<file path="src/hw/rtl/dpd_pkg.sv">
// shared types, constants and tables of the dual pi differential drive block
`default_nettype none
package dpd_pkg;

  localparam int ERR_W   = 10;  // signed error width
  localparam int PROD_W  = 35;  // signed gain times error
  localparam int SUM_W   = 37;  // signed working width of the pi sums
  localparam int INTEG_W = 32;  // integrator width
  localparam int SPD_W   = 11;  // signed regulator speed
  localparam int OUT_W   = 12;  // signed motor speed
  localparam int GAIN_W  = 24;
  localparam int DEG_W   = 9;
  localparam int MM_W    = 12;
  localparam int CM_W    = 9;
  localparam int LIM_W   = 10;
  localparam int ADDR_W  = 5;
  localparam int DATA_W  = 32;

  // mm to cm: x / 10 == (x * 52429) >> 19 for every 12-bit x
  localparam logic [15:0] DIV10_MUL   = 16'd52429;
  localparam int          DIV10_SHIFT = 19;

  localparam int ANGLE_SPEED_MAX = 1000;
  localparam int DIST_SPEED_MAX  = 8;
  localparam logic [LIM_W-1:0] DIST_INT_LIMIT = 10'd13;

  // register indexes
  typedef enum logic [2:0] {
    REG_ANGLE_KP    = 3'd0,
    REG_ANGLE_KI    = 3'd1,
    REG_ANGLE_REF   = 3'd2,
    REG_ANGLE_LIMIT = 3'd3,
    REG_DIST_KP     = 3'd4,
    REG_DIST_KI     = 3'd5,
    REG_DIST_REF    = 3'd6,
    REG_DEADBAND    = 3'd7
  } dpd_reg_t;

  typedef struct packed {
    logic [GAIN_W-1:0] head_kp;
    logic [GAIN_W-1:0] head_ki;
    logic [DEG_W-1:0]  head_sp;
    logic [LIM_W-1:0]  angle_windup_limit;
    logic [GAIN_W-1:0] range_kp;
    logic [GAIN_W-1:0] range_ki;
    logic [CM_W-1:0]   range_sp;
    logic [CM_W-1:0]   deadband_cm;
  } dpd_cfg_t;

  localparam dpd_cfg_t CFG_RESET = '{
    head_kp:            24'd786432,
    head_ki:            24'd196608,
    head_sp:            9'd90,
    angle_windup_limit: 10'd13,
    range_kp:           24'd108134,
    range_ki:           24'd295,
    range_sp:           9'd10,
    deadband_cm:        9'd0
  };

  // stage enables of the front pipeline
  typedef struct packed {
    logic s1;
    logic s2;
    logic s3;
  } dpd_adv_t;

  // products handed to the pi stage
  typedef struct packed {
    logic signed [PROD_W-1:0] ap;
    logic signed [PROD_W-1:0] adi;
    logic signed [PROD_W-1:0] dp;
    logic signed [PROD_W-1:0] ddi;
    logic                     hold;
  } dpd_gain_t;

  // |d| * 1000 / 13 truncated, for |d| up to the distance speed bound
  function automatic logic [9:0] steps_of(input logic [3:0] mag);
    logic [9:0] r;
    case (mag)
      4'd1:    r = 10'd76;
      4'd2:    r = 10'd153;
      4'd3:    r = 10'd230;
      4'd4:    r = 10'd307;
      4'd5:    r = 10'd384;
      4'd6:    r = 10'd461;
      4'd7:    r = 10'd538;
      4'd8:    r = 10'd615;
      default: r = 10'd0;
    endcase
    return r;
  endfunction

endpackage
`default_nettype wire

</file>
<file path="src/hw/rtl/dual_pi_differential_drive.sv">
// top level of the dual pi differential drive controller
// how to use this block:
// - in_*: one beat per control tick; in_tdata holds angle_deg (bits 8:0, degrees)
//   and distance_mm (bits 20:9, millimetres)
// - out_*: one beat per input beat; out_tdata holds right_speed (bits 11:0) and
//   left_speed (bits 23:12), both two's complement steps per second
// - cfg_*: apb register port, register i at byte address 4*i; write the gains,
//   references, angle windup limit and deadband only while no beat is in flight
// - path: a result passes through an input register, an error stage, a gain
//   product stage, the pi stage and the output register
// - throughput: one beat per cycle while out_tready stays high; both integrator
//   updates loop within the pi stage, so back to back beats never wait on them
// - stall: each stage moves on when the stage after it is empty or moving, so
//   while the receiver holds out_tready low the pipe keeps filling its empty
//   stages; in_tready drops only once all five stages hold a beat
// - reset: synchronous, active low; registers return to their reset values, both
//   integrators clear and the pipe empties
`default_nettype none
module dual_pi_differential_drive #(
  parameter int GAIN_FRAC_BITS = 16
) (
  input  wire logic        clk,
  input  wire logic        rst_n,
  input  wire logic        in_tvalid,
  output logic             in_tready,
  input  wire logic [23:0] in_tdata,     // angle_deg, distance_mm
  output logic             out_tvalid,
  input  wire logic        out_tready,
  output logic      [23:0] out_tdata,    // right_speed, left_speed
  input  wire logic        cfg_psel,
  input  wire logic        cfg_penable,
  input  wire logic        cfg_pwrite,
  input  wire logic [4:0]  cfg_paddr,
  input  wire logic [31:0] cfg_pwdata,
  output logic      [31:0] cfg_prdata,
  output logic             cfg_pready
);
  import dpd_pkg::*;

  dpd_cfg_t  cfg;
  dpd_adv_t  adv;
  dpd_gain_t gain;

  // beat valid of each stage
  logic v1_r, v2_r, v3_r, v4_r, ov_r;
  logic rdy1, rdy2, rdy3, rdy4, rdy_o;

  logic signed [SPD_W-1:0] a_spd, d_spd_raw, d_spd;
  logic signed [SPD_W-1:0] a_spd_r, d_spd_r;
  logic        [SPD_W-1:0] d_abs;
  logic signed [OUT_W-1:0] d_mix, right_nxt, left_nxt;
  logic        [23:0]      out_data_r;

  assign cfg_pready = 1'b1;

  dpd_cfg u_cfg (
    .clk     (clk),
    .rst_n   (rst_n),
    .psel    (cfg_psel),
    .penable (cfg_penable),
    .pwrite  (cfg_pwrite),
    .paddr   (cfg_paddr),
    .pwdata  (cfg_pwdata),
    .prdata  (cfg_prdata),
    .cfg     (cfg)
  );

  // ready ripples back from the output register
  assign rdy_o = !ov_r || out_tready;
  assign rdy4  = !v4_r || rdy_o;
  assign rdy3  = !v3_r || rdy4;
  assign rdy2  = !v2_r || rdy3;
  assign rdy1  = !v1_r || rdy2;
  assign in_tready = rdy1;

  assign adv.s1 = in_tvalid && rdy1;
  assign adv.s2 = v1_r && rdy2;
  assign adv.s3 = v2_r && rdy3;

  dpd_front u_front (
    .clk         (clk),
    .adv         (adv),
    .angle_deg   (in_tdata[DEG_W-1:0]),
    .distance_mm (in_tdata[DEG_W+MM_W-1:DEG_W]),
    .cfg         (cfg),
    .gain        (gain)
  );

  // both integrators step when the product stage hands its beat on, the distance one only outside the deadband
  dpd_pi_core #(
    .FRAC_BITS (GAIN_FRAC_BITS),
    .SPEED_MAX (ANGLE_SPEED_MAX)
  ) u_pi_angle (
    .clk   (clk),
    .rst_n (rst_n),
    .upd   (v3_r && rdy4),
    .p     (gain.ap),
    .di    (gain.adi),
    .limit (cfg.angle_windup_limit),
    .speed (a_spd)
  );

  // inside the deadband the distance integrator holds
  dpd_pi_core #(
    .FRAC_BITS (GAIN_FRAC_BITS),
    .SPEED_MAX (DIST_SPEED_MAX)
  ) u_pi_dist (
    .clk   (clk),
    .rst_n (rst_n),
    .upd   (v3_r && rdy4 && !gain.hold),
    .p     (gain.dp),
    .di    (gain.ddi),
    .limit (DIST_INT_LIMIT),
    .speed (d_spd_raw)
  );

  assign d_spd = gain.hold ? '0 : d_spd_raw;

  // distance speed to steps per second, then the differential mix
  assign d_abs     = d_spd_r[SPD_W-1] ? SPD_W'(-d_spd_r) : SPD_W'(d_spd_r);
  assign d_mix     = d_spd_r[SPD_W-1] ? -OUT_W'({1'b0, steps_of(d_abs[3:0])})
                                      : OUT_W'({1'b0, steps_of(d_abs[3:0])});
  assign right_nxt = d_mix + OUT_W'(a_spd_r);
  assign left_nxt  = d_mix - OUT_W'(a_spd_r);

  assign out_tvalid = ov_r;
  assign out_tdata  = out_data_r;

  always_ff @(posedge clk) begin
    if (!rst_n) begin
      v1_r <= 1'b0;
      v2_r <= 1'b0;
      v3_r <= 1'b0;
      v4_r <= 1'b0;
      ov_r <= 1'b0;
    end else begin
      if (rdy1)  v1_r <= in_tvalid;
      if (rdy2)  v2_r <= v1_r;
      if (rdy3)  v3_r <= v2_r;
      if (rdy4)  v4_r <= v3_r;
      if (rdy_o) ov_r <= v4_r;
    end
  end

  always_ff @(posedge clk) begin
    if (v3_r && rdy4) begin
      a_spd_r <= a_spd;
      d_spd_r <= d_spd;
    end
    if (v4_r && rdy_o) begin
      out_data_r <= {left_nxt, right_nxt};
    end
  end

  // regulator speeds stay inside their clamps
  a_spd_range: assert property (@(posedge clk) disable iff (!rst_n)
    v4_r |-> (a_spd_r <= 11'sd1000) && (a_spd_r >= -11'sd1000))
    else $error("angle speed outside its clamp");

  d_spd_range: assert property (@(posedge clk) disable iff (!rst_n)
    v4_r |-> (d_spd_r <= 11'sd8) && (d_spd_r >= -11'sd8))
    else $error("distance speed outside its clamp");

  // mixed speeds never exceed the angle clamp plus the steps of the distance clamp
  out_range: assert property (@(posedge clk) disable iff (!rst_n)
    out_tvalid |-> ($signed(out_tdata[11:0]) <= 12'sd1615)
                && ($signed(out_tdata[11:0]) >= -12'sd1615)
                && ($signed(out_tdata[23:12]) <= 12'sd1615)
                && ($signed(out_tdata[23:12]) >= -12'sd1615))
    else $error("motor speed out of range");

  // input backpressure only when every stage holds a beat
  full_stall: assert property (@(posedge clk) disable iff (!rst_n)
    !in_tready |-> v1_r && v2_r && v3_r && v4_r && ov_r && !out_tready)
    else $error("input stalled with room in the pipe");

endmodule
`default_nettype wire

</file>
<file path="src/hw/rtl/dpd_cfg.sv">
// apb register file of the dual pi differential drive block
`default_nettype none
module dpd_cfg (
  input  wire logic                       clk,
  input  wire logic                       rst_n,
  input  wire logic                       psel,
  input  wire logic                       penable,
  input  wire logic                       pwrite,
  input  wire logic [dpd_pkg::ADDR_W-1:0] paddr,
  input  wire logic [dpd_pkg::DATA_W-1:0] pwdata,
  output logic      [dpd_pkg::DATA_W-1:0] prdata,
  output dpd_pkg::dpd_cfg_t               cfg
);
  import dpd_pkg::*;

  dpd_cfg_t cfg_r;
  dpd_cfg_t cfg_nxt;
  dpd_reg_t sel;

  assign sel = dpd_reg_t'(paddr[ADDR_W-1:2]);
  assign cfg = cfg_r;

  always_comb begin
    cfg_nxt = cfg_r;
    if (psel && penable && pwrite) begin
      unique case (sel)
        REG_ANGLE_KP:    cfg_nxt.head_kp            = pwdata[GAIN_W-1:0];
        REG_ANGLE_KI:    cfg_nxt.head_ki            = pwdata[GAIN_W-1:0];
        REG_ANGLE_REF:   cfg_nxt.head_sp            = pwdata[DEG_W-1:0];
        REG_ANGLE_LIMIT: cfg_nxt.angle_windup_limit = pwdata[LIM_W-1:0];
        REG_DIST_KP:     cfg_nxt.range_kp           = pwdata[GAIN_W-1:0];
        REG_DIST_KI:     cfg_nxt.range_ki           = pwdata[GAIN_W-1:0];
        REG_DIST_REF:    cfg_nxt.range_sp           = pwdata[CM_W-1:0];
        REG_DEADBAND:    cfg_nxt.deadband_cm        = pwdata[CM_W-1:0];
        default:         cfg_nxt = cfg_r;
      endcase
    end
  end

  always_comb begin
    unique case (sel)
      REG_ANGLE_KP:    prdata = DATA_W'(cfg_r.head_kp);
      REG_ANGLE_KI:    prdata = DATA_W'(cfg_r.head_ki);
      REG_ANGLE_REF:   prdata = DATA_W'(cfg_r.head_sp);
      REG_ANGLE_LIMIT: prdata = DATA_W'(cfg_r.angle_windup_limit);
      REG_DIST_KP:     prdata = DATA_W'(cfg_r.range_kp);
      REG_DIST_KI:     prdata = DATA_W'(cfg_r.range_ki);
      REG_DIST_REF:    prdata = DATA_W'(cfg_r.range_sp);
      REG_DEADBAND:    prdata = DATA_W'(cfg_r.deadband_cm);
      default:         prdata = '0;
    endcase
  end

  always_ff @(posedge clk) begin
    if (!rst_n) begin
      cfg_r <= CFG_RESET;
    end else begin
      cfg_r <= cfg_nxt;
    end
  end

endmodule
`default_nettype wire

</file>
<file path="src/hw/rtl/dpd_front.sv">
// input register, error stage and gain product stage
`default_nettype none
module dpd_front (
  input  wire logic                      clk,
  input  wire dpd_pkg::dpd_adv_t         adv,
  input  wire logic [dpd_pkg::DEG_W-1:0] angle_deg,
  input  wire logic [dpd_pkg::MM_W-1:0]  distance_mm,
  input  wire dpd_pkg::dpd_cfg_t         cfg,
  output dpd_pkg::dpd_gain_t             gain
);
  import dpd_pkg::*;

  logic [DEG_W-1:0]        ang_r;
  logic [MM_W-1:0]         mm_r;
  logic [MM_W+15:0]        cm_prod;
  logic [CM_W-1:0]         cm;
  logic signed [ERR_W-1:0] a_err_nxt, a_err_r;
  logic signed [ERR_W-1:0] d_err_nxt, d_err_r;
  logic [ERR_W-1:0]        d_abs;
  dpd_gain_t               gain_nxt, gain_r;

  // stage 1 -> 2: mm to cm and both errors
  assign cm_prod   = mm_r * DIV10_MUL;
  assign cm        = cm_prod[DIV10_SHIFT+CM_W-1:DIV10_SHIFT];
  assign a_err_nxt = ERR_W'({1'b0, ang_r}) - ERR_W'({1'b0, cfg.head_sp});
  assign d_err_nxt = ERR_W'({1'b0, cm}) - ERR_W'({1'b0, cfg.range_sp});

  // stage 2 -> 3: gain products and deadband test
  assign d_abs = d_err_r[ERR_W-1] ? ERR_W'(-d_err_r) : ERR_W'(d_err_r);

  always_comb begin
    gain_nxt.ap   = $signed({1'b0, cfg.head_kp}) * a_err_r;
    gain_nxt.adi  = $signed({1'b0, cfg.head_ki}) * a_err_r;
    gain_nxt.dp   = $signed({1'b0, cfg.range_kp}) * d_err_r;
    gain_nxt.ddi  = $signed({1'b0, cfg.range_ki}) * d_err_r;
    gain_nxt.hold = d_abs < ERR_W'({1'b0, cfg.deadband_cm});
  end

  assign gain = gain_r;

  always_ff @(posedge clk) begin
    if (adv.s1) begin
      ang_r <= angle_deg;
      mm_r  <= distance_mm;
    end
    if (adv.s2) begin
      a_err_r <= a_err_nxt;
      d_err_r <= d_err_nxt;
    end
    if (adv.s3) begin
      gain_r <= gain_nxt;
    end
  end

endmodule
`default_nettype wire

</file>
<file path="src/hw/rtl/dpd_pi_core.sv">
// one pi regulator: integrator with conditional integration and speed clamp
`default_nettype none
module dpd_pi_core #(
  parameter int FRAC_BITS = 16,
  parameter int SPEED_MAX = 1000
) (
  input  wire logic                              clk,
  input  wire logic                              rst_n,
  input  wire logic                              upd,
  input  wire logic signed [dpd_pkg::PROD_W-1:0] p,
  input  wire logic signed [dpd_pkg::PROD_W-1:0] di,
  input  wire logic        [dpd_pkg::LIM_W-1:0]  limit,
  output logic signed      [dpd_pkg::SPD_W-1:0]  speed
);
  import dpd_pkg::*;

  localparam logic signed [SUM_W-1:0] I_MAX = {{(SUM_W-INTEG_W+1){1'b0}}, {(INTEG_W-1){1'b1}}};
  localparam logic signed [SUM_W-1:0] I_MIN = {{(SUM_W-INTEG_W+1){1'b1}}, {(INTEG_W-1){1'b0}}};

  logic signed [INTEG_W-1:0] integ_r, integ_nxt;
  logic signed [SUM_W-1:0]   p_w, di_w, i_w, sum3, inc, inc_c, s;
  logic        [SUM_W-1:0]   sum_abs, bound, s_abs, mag;
  logic        [SPD_W-2:0]   mag_c;
  logic                      ok;

  assign p_w  = SUM_W'(p);
  assign di_w = SUM_W'(di);
  assign i_w  = SUM_W'(integ_r);

  // integrate only while the whole pi output stays inside the bound
  assign sum3    = p_w + i_w + di_w;
  assign sum_abs = sum3[SUM_W-1] ? SUM_W'(-sum3) : SUM_W'(sum3);
  assign bound   = {{(SUM_W-LIM_W){1'b0}}, limit} << FRAC_BITS;
  assign ok      = sum_abs <= bound;

  assign inc = i_w + di_w;
  always_comb begin
    if (inc > I_MAX) begin
      inc_c = I_MAX;
    end else if (inc < I_MIN) begin
      inc_c = I_MIN;
    end else begin
      inc_c = inc;
    end
  end

  assign integ_nxt = ok ? inc_c[INTEG_W-1:0] : integ_r;

  // speed from the updated integrator, truncated toward zero
  assign s     = p_w + SUM_W'(integ_nxt);
  assign s_abs = s[SUM_W-1] ? SUM_W'(-s) : SUM_W'(s);
  assign mag   = s_abs >> FRAC_BITS;
  assign mag_c = (mag > SUM_W'(SPEED_MAX)) ? (SPD_W-1)'(SPEED_MAX) : mag[SPD_W-2:0];
  assign speed = s[SUM_W-1] ? -SPD_W'({1'b0, mag_c}) : SPD_W'({1'b0, mag_c});

  always_ff @(posedge clk) begin
    if (!rst_n) begin
      integ_r <= '0;
    end else if (upd) begin
      integ_r <= integ_nxt;
    end
  end

endmodule
`default_nettype wire

</file>
<file path="config.mk">
export PLATFORM = sky130hd
export DESIGN_NAME = dual_pi_differential_drive
export DESIGN_NICKNAME = d
export VERILOG_FILES = /design/src/hw/rtl/dpd_pkg.sv /design/src/hw/rtl/dual_pi_differential_drive.sv /design/src/hw/rtl/dpd_cfg.sv /design/src/hw/rtl/dpd_front.sv /design/src/hw/rtl/dpd_pi_core.sv
export SDC_FILE = /design/constraint.sdc
export NUM_CORES = 2
export LEC_CHECK = 0
export BUFFER_PORTS_ARGS = -buffer_cell sky130_fd_sc_hd__buf_2
export CAP_MARGIN = 10
export CORE_MARGIN = 4
export CORE_UTILIZATION = 25
export DETAILED_ROUTE_END_ITERATION = 10
export PLACE_DENSITY = 0.46
export SYNTH_ARGS = -nofsm -noshare
export SYNTH_HDL_FRONTEND = slang
export SYNTH_SLANG_ARGS = --single-unit
</file>
<file path="constraint.sdc">
create_clock -name clk -period 10.5 [get_ports clk]
set_clock_uncertainty 0.15 [all_clocks]
set_input_delay 0.525 -clock clk [delete_from_list [all_inputs] [get_ports clk]]
set_output_delay 0.525 -clock clk [all_outputs]
set_load 0.05 [all_outputs]
</file>
---- Yosys cells after proc, flatten, opt, wreduce, memory -nomap -nowiden ----
Memory sizes are Yosys's and may differ from the RTL's.
Index checks and enable logic that the tools add are counted.
operators by class
  add/sub/neg operators ................... 21
  multipliers ............................. 5
  $lt $le $gt $ge ......................... 9
  equal/unequal tests ..................... 7
  mux-type cells .......................... 18
  bitwise gates (word level) .............. 1
  reductions and logical operators ........ 29
operators by type and width
  kind                                                                                 number
  32-bit case mux with 8 select lines                                                  1
  32-bit 2-to-1 mux                                                                    6
  37-bit 2-to-1 mux                                                                    4
  37-bit negator                                                                       4
  35-bit by 32-bit adder with 36-bit output                                            4
  25-bit by 10-bit multiplier with 35-bit output                                       4
  36-bit by 35-bit adder with 37-bit output                                            2
  32-bit by 35-bit adder with 36-bit output                                            2
  36-bit by 32-bit greater-than comparator with 1-bit output (second input constant)   2
  36-bit by 32-bit < comparator with 1-bit output (second input constant)              2
  10-bit 2-to-1 mux                                                                    4
  37-bit by 20-bit less-or-equal comparator with 1-bit output (second input constant)  1
  37-bit by 26-bit less-or-equal comparator with 1-bit output                          1
  12-bit by 16-bit multiplier with 28-bit output (second input constant)               1
  10-bit negator with 11-bit output                                                    2
  21-bit by 10-bit greater-than comparator with 1-bit output (second input constant)   1
  21-bit by 4-bit greater-than comparator with 1-bit output (second input constant)    1
  9-bit by 9-bit subtractor with 10-bit output                                         2
  2-bit AND reduction                                                                  8
  12-bit by 11-bit adder with 12-bit output                                            1
  3-bit equality test (second input constant)                                          4
  12-bit 2-to-1 mux                                                                    1
  10-bit negator with 12-bit output                                                    1
  12-bit by 11-bit subtractor with 12-bit output                                       1
  other kinds (12)                                                                     30
storage, ports and cells
  register bits ........................... 424
  ROM bits ................................ 320
  memories kept ........................... 2
memories
  name             depth  bits a word  read ports  clocked after Yosys merged registers in  wr ports  line           RTL
  (no name shown)  16     10           1           0                                        0         dpd_pkg.sv:80  case (mag)
  (no name shown)  16     10           1           0                                        0         dpd_pkg.sv:80

---- Longest topological paths before layout ----
  word-level depth ........................ 13
  gate-level depth with buffers ........... 54
  mapped depth without buffers ............ 49

---- Modules after synthesis ----
A second synthesis with hierarchy kept.
second synthesis, totals
  cell total of the unflattened synthesis .. 8,102
  area total of the unflattened synthesis .. 70,816.7 µm²
by module, submodules not included
  module                      instances  cells an instance  area an instance (µm²)  seq. area each (µm²)
  dpd_front                   1          4,225              40,475.1                5,465.2
  dpd_pi_core (u_pi_angle)    1          1,440              10,820.4                640.6
  dpd_pi_core (u_pi_dist)     1          1,391              10,252.3                640.6
  dpd_cfg                     1          736                6,132.1                 2,662.6
  dual_pi_differential_drive  1          310                3,136.8                 1,271.2

---- Least setup slack after synthesis ----
No wires, ideal clock.
  path type ............................... register to register
  start point ............................. register u_front.gain_r, in the netlist u_front.gain[72]
  end point ............................... register a_spd_r[8], data pin
  library setup time ...................... 259 ps
  arrival time ............................ 10,624 ps
  required time ........................... 10,091 ps
  path slack .............................. -533 ps
  stages on the path, launching flop included .. 48
  buffers on the path ..................... 3
  cells stage by stage .................... edfxtp_1 > fa_1 > ha_1 > fa_1 > a21o_1 > or4b_1 > a21oi_1 > a211oi_1 > nor4_4 > and3_4 > nor4b_4 > nand4_2 > or4b_4 > nand2_1 > xnor2_1 > ha_1 > nand4_1 > nor3_1 > [12 not listed] > o211a_1 > or3_1 > a211o_1 > or4_4 > or3_1 > buf_2 > nor3_4 > xnor2_1 > a31oi_1 > a211oi_1 > nor3_2 > nand2_1 > ha_1 > nand3_1 > nor3b_2 > xor2_1 > mux2i_1 > o21ai_1
between the ends
  longest elaborated chain between the ends .. 12
RTL lines
  what                                                                                                    line                                  RTL
  start: declaration                                                                                      dpd_front.sv:20                       dpd_gain_t gain_nxt, gain_r;
  start signal: assignment                                                                                dpd_front.sv:51                       gain_r <= gain_nxt;
  36-bit by 35-bit adder with 37-bit output or 32-bit by 35-bit adder with 36-bit output (tied branches)  dpd_pi_core.sv:31, dpd_pi_core.sv:36
  37-bit negator or 36-bit by 32-bit < comparator with 1-bit output (tied branches)                       dpd_pi_core.sv:32, dpd_pi_core.sv:40
  37-bit 2-to-1 mux or 32-bit 2-to-1 mux (tied branches)                                                  dpd_pi_core.sv:32, dpd_pi_core.sv:40
  37-bit by 26-bit less-or-equal comparator with 1-bit output or 32-bit 2-to-1 mux (tied branches)        dpd_pi_core.sv:34, dpd_pi_core.sv:38
  32-bit 2-to-1 mux *                                                                                     dpd_pi_core.sv:47                     assign integ_nxt = ok ? inc_c[INTEG_W-1:0] : integ_r;
  named net u_pi_angle.integ_nxt[0]                                                                       dpd_pi_core.sv:20                     logic signed [INTEG_W-1:0] integ_r, integ_nxt;
  35-bit by 32-bit adder with 36-bit output *                                                             dpd_pi_core.sv:50                     assign s = p_w + SUM_W'(integ_nxt);
  37-bit negator                                                                                          dpd_pi_core.sv:51                     assign s_abs = s[SUM_W-1] ? SUM_W'(-s) : SUM_W'(s);
  37-bit 2-to-1 mux                                                                                       dpd_pi_core.sv:51
  21-bit by 10-bit greater-than comparator with 1-bit output                                              dpd_pi_core.sv:53                     assign mag_c = (mag > SUM_W'(SPEED_MAX)) ? (SPD_W-1)'(SPEED_MAX) : mag[SPD_W-2:0];
  10-bit 2-to-1 mux                                                                                       dpd_pi_core.sv:53
  10-bit negator with 11-bit output                                                                       dpd_pi_core.sv:54                     assign speed = s[SUM_W-1] ? -SPD_W'({1'b0, mag_c}) : SPD_W'({1'b0, mag_c});
  10-bit 2-to-1 mux *                                                                                     dpd_pi_core.sv:54
  named net a_spd[8]                                                                                      dual_pi_differential_drive.sv:48      logic signed [SPD_W-1:0] a_spd, d_spd_raw, d_spd;
  end signal: assignment                                                                                  dual_pi_differential_drive.sv:147     a_spd_r <= a_spd;
  end: declaration                                                                                        dual_pi_differential_drive.sv:49      logic signed [SPD_W-1:0] a_spd_r, d_spd_r;
The timed path passes the listed nets; every way through them passes the cells marked *.
A chain may end at the register's enable or synchronous reset.

---- Final worst setup path ----
  start point ............................. register u_front.gain_r, in the netlist u_front.gain[107]
  end point ............................... register a_spd_r[4], data pin
between the ends
  longest elaborated chain between the ends .. 13
RTL lines
  what                                                           line                              RTL
  35-bit by 32-bit adder with 36-bit output *                    dpd_pi_core.sv:31                 assign sum3 = p_w + i_w + di_w;
  36-bit by 35-bit adder with 37-bit output *                    dpd_pi_core.sv:31
  37-bit negator                                                 dpd_pi_core.sv:32                 assign sum_abs = sum3[SUM_W-1] ? SUM_W'(-sum3) : SUM_W'(sum3);
  37-bit 2-to-1 mux *                                            dpd_pi_core.sv:32
  37-bit by 26-bit less-or-equal comparator with 1-bit output *  dpd_pi_core.sv:34                 assign ok = sum_abs <= bound;
  32-bit 2-to-1 mux *                                            dpd_pi_core.sv:47
  named net u_pi_angle.integ_nxt[0]                              dpd_pi_core.sv:20
  35-bit by 32-bit adder with 36-bit output *                    dpd_pi_core.sv:50
  37-bit negator                                                 dpd_pi_core.sv:51
  37-bit 2-to-1 mux                                              dpd_pi_core.sv:51
  21-bit by 10-bit greater-than comparator with 1-bit output     dpd_pi_core.sv:53
  10-bit 2-to-1 mux                                              dpd_pi_core.sv:53
  10-bit negator with 11-bit output                              dpd_pi_core.sv:54
  10-bit 2-to-1 mux *                                            dpd_pi_core.sv:54
  named net a_spd[4]                                             dual_pi_differential_drive.sv:48
Marked as above.

==> impl_results.md <==
- RD Place Congestion: 0.894
- Pre-CTS setup slack: -1090 ps
- Switching Share: 0.526
- Clock slew seen by the registers of the worst setup and hold paths: 70 ps
- Count of cell types in the netlist: 114
- Syn avg cell area: 8.89 um2
- Area of the multi-input gates: 53200 um2
- F_max: 0.0908 GHz
- Slowest CP cell: or4b_4
- Share of total power in combinational logic: 0.776
- Initial core utilization: 0.251
- Cell mode on critical path: ha_4
- FF+latch area: 10700 um2
- Ys flop type: edfxtp_1
- Max-slew headroom: 0.0937
- Total gr overflow: 0
- Initial antenna violation count: 15
- Fillers: 28200
- Final Core Density: 0.300
- First-pass GRT wire length: 347 mm
- Status: finished with violations
- Htree depth: 2
- Endpoints failing hold: 0
- R2r setup slk: -510 ps
- Setup TNS: -3270 ps
- Final slew viol count: 0
- Rows: 190
- Total die area: 277000 um2
- Pin count of the biggest net entering global routing: 72
- Core Area: 268000 um2
- Fin crit share: 1.05
- Maximum net fanout on the critical path: 7
- Crit end category: flip-flop
- Input/output buffers: 104
- Clk buf depth: 3
- Placed cell areas: 76400 um2
- Layout area overhead: 19.6%
- CP required: 10740 ps
- Unrepaired setup endpoints after global routing: true
- Final net count: 9810
- Slew @ Worst Pin: 1350 ps
- Ratio of cells with drive above 1 in the final layout: 0.161
- Syn Std Cell Area: 67300 um2
- Post-Route WL: 222 mm
- TritonCTS Sinks: 423
- Horiz. Die Dim: 527 um
- Number of flops mapped to enable cells by yosys: 221
- Final HPWL DP: 179 mm
- Minimum clock period: 11010 ps
- Router iterations before antenna repair: 7
- Vias in the first global route: 59900
- Fin area: 80500 um2
- Violated checks: negative setup slack
- # IOs: 127
- Clk pwr share: 0.093
- Overall routing resource usage: 0.158
- Switch Pwr: 0.0110 W
- Final setup violation count: 10
- Post-Synthesis Cells: 7571
- Max VDD drop: 0.498 mV
- Worst Hold Class: in -> reg
- Num CTS Buffers: 54
- P_leak: 35.8 nW
- Post-synthesis sequential area ratio: 0.159
- Root Driver: clkbuf_16
- Post-route worst setup slack: -512 ps
- DR DRC count: 0
- Yosys warning total: 0
- Die Y: 527 um
- Synth async-reset ratio: 0
- CTS tree: done
- Initial DRC count: 2866
- Worst path max stage delay: 580 ps
- Synth Register Bits: 423
- Pwr Total: 0.0209 W
- Internal Pwr Total: 0.00990 W
- Routed WL per cell: 18.8 um
- Flop pwr share: 0.131
- Avg Vias per Cell: 4.80
- Via count: 56600
- Crit Path Category: reg -> reg
- MaxCap Viol Count: 0
- ANT nets after route: 0
- Startpoint class of the critical path: flip-flop
- Clk Latency, worst-skew pair: 720 ps
- Total power per unit cell area: 259 nW/um2
- WP data arrival: 11250 ps
==> flip-flops by register name (all words and copies together), names as in the netlist <==
signal / flops
out_tvalid: 1
u_front.a_err_r: 10
v4_r: 1
d_spd_r: 5
v1_r: 1
u_cfg.cfg: 133
u_front.d_err_r: 10
v3_r: 1
u_front.mm_r: 12
out_tdata: 23
u_front.ang_r: 9
u_front.gain: 141
v2_r: 1
a_spd_r: 11
u_pi_angle.integ_r: 32
u_pi_dist.integ_r: 32
==> layout make-up <==
cell class | count | area share
Clock inverter | 37 | 0.00494
Timing Repair Buffer | 938 | 0.0879
Inverter | 864 | 0.0404
Antenna cell | 8 | 0.000249
Multi-Input combinational cell | 5910 | 0.661
Sequential cell | 423 | 0.133
Tap cell | 3552 | 0.0552
Clock buffer | 65 | 0.0177
==> metal layers <==
layer  wire, um  up-vias  global-route usage
li1           -    26700                   -
met3       8720      292              0.0158
met4       7820        2              0.0503
met2     109000     1220               0.278
met1      96400    28400               0.202
met5         13        -                   0
==> per-stage QoR <==
stage	instances	hold slack, ps
2_1_floorplan	7578	286
3_3_place_gp	11600	297
3_5_place_dp	11600	308
4_1_cts	11800	23.0
5_1_grt	11800	56.4
6_report	11800	73.2
==> power groups by stage <==
stage          clock network [W]  registers [W]  logic (W)
2_1_floorplan                  0        0.00264     0.0104
3_3_place_gp                   0        0.00278     0.0160
3_5_place_dp                   0        0.00278     0.0161
4_1_cts                  0.00200        0.00275     0.0164
5_1_grt                  0.00206        0.00276     0.0179
6_report                 0.00194        0.00274     0.0162
==> cells by family after synthesis <==
kind of cell | after synthesis | share of synthesized area
fa+ha+maj | 1551 | 0.380
flops | 423 | 0.159
other cells | 2 | 0.000112
buf+inv | 1245 | 0.0717
xor+xnor | 335 | 0.0437
mux | 160 | 0.0297
compound gates | 1435 | 0.138
simple gates | 2420 | 0.178
==> cells in the final DEF, fill, tap and decap left out, types with 120 or more instances in the layout <==
master and instances:
nor2_1 352, xnor2_1 207, buf_4 762, inv_1 857, fa_1 817, nand2_1 930
dfxtp_1 202, xor2_1 120, a21oi_1 425, a21o_1 146, edfxtp_1 221, ha_1 700
nand2b_1 131, o21ai_0 229, and2_1 454
==> worst paths after layout <==
| check | from | to | cells after the start |
|---|---|---|---|
| hold / removal | cfg_pwdata[10] | u_cfg.cfg[95]$_SDFFE_PN0P_ | 3 |
| setup reg to reg | u_front.gain[107]$_DFFE_PP_ | a_spd_r[4]$_DFFE_PP_ | 46 |
| setup / recovery | u_front.gain[107]$_DFFE_PP_ | a_spd_r[4]$_DFFE_PP_ | 46 |
| hold reg to reg | u_cfg.cfg[78]$_SDFFE_PN0P_ | u_cfg.cfg[78]$_SDFFE_PN0P_ | 2 |
==> cell usage after synthesis, types with 78 or more instances <==
| library cell | n | area share |
|---|---|---|
| edfxtp_1 | 221 | 0.099 |
| a21oi_1 | 445 | 0.033 |
| fa_1 | 822 | 0.24 |
| a31oi_1 | 78 | 0.0073 |
| xor2_1 | 123 | 0.016 |
| ha_1 | 729 | 0.14 |
| inv_1 | 862 | 0.048 |
| nor2_1 | 358 | 0.020 |
| nand2b_1 | 131 | 0.012 |
| mux2i_1 | 78 | 0.012 |
| nor3_1 | 114 | 0.0085 |
| and2_1 | 455 | 0.042 |
| clkbuf_1 | 323 | 0.018 |
| dfxtp_1 | 202 | 0.060 |
| nand2_1 | 939 | 0.052 |
| nand3_1 | 100 | 0.0074 |
| o21ai_0 | 247 | 0.018 |
| xnor2_1 | 211 | 0.027 |
| a21o_1 | 146 | 0.016 |
==> what timing repair did <==
item,in CTS,in global routing
pin swaps,88,127
endpoints found under the hold margin,88,0
cloned,0,1
hold buffers,42,0
setup buffers,49,32
gates resized for setup,120,132
endpoints found under the setup margin,16,15
==> critical path, delay by kind of cell, from the launching register on <==
kind	cells	cell delay, ps
compound gates	12	2180
xor+xnor	2	170
fa+ha+maj	7	1910
buf+inv	4	530
flops	1	410
mux	2	410
simple gates	19	4980
Note: power is estimated with default switching activity, not from simulation.
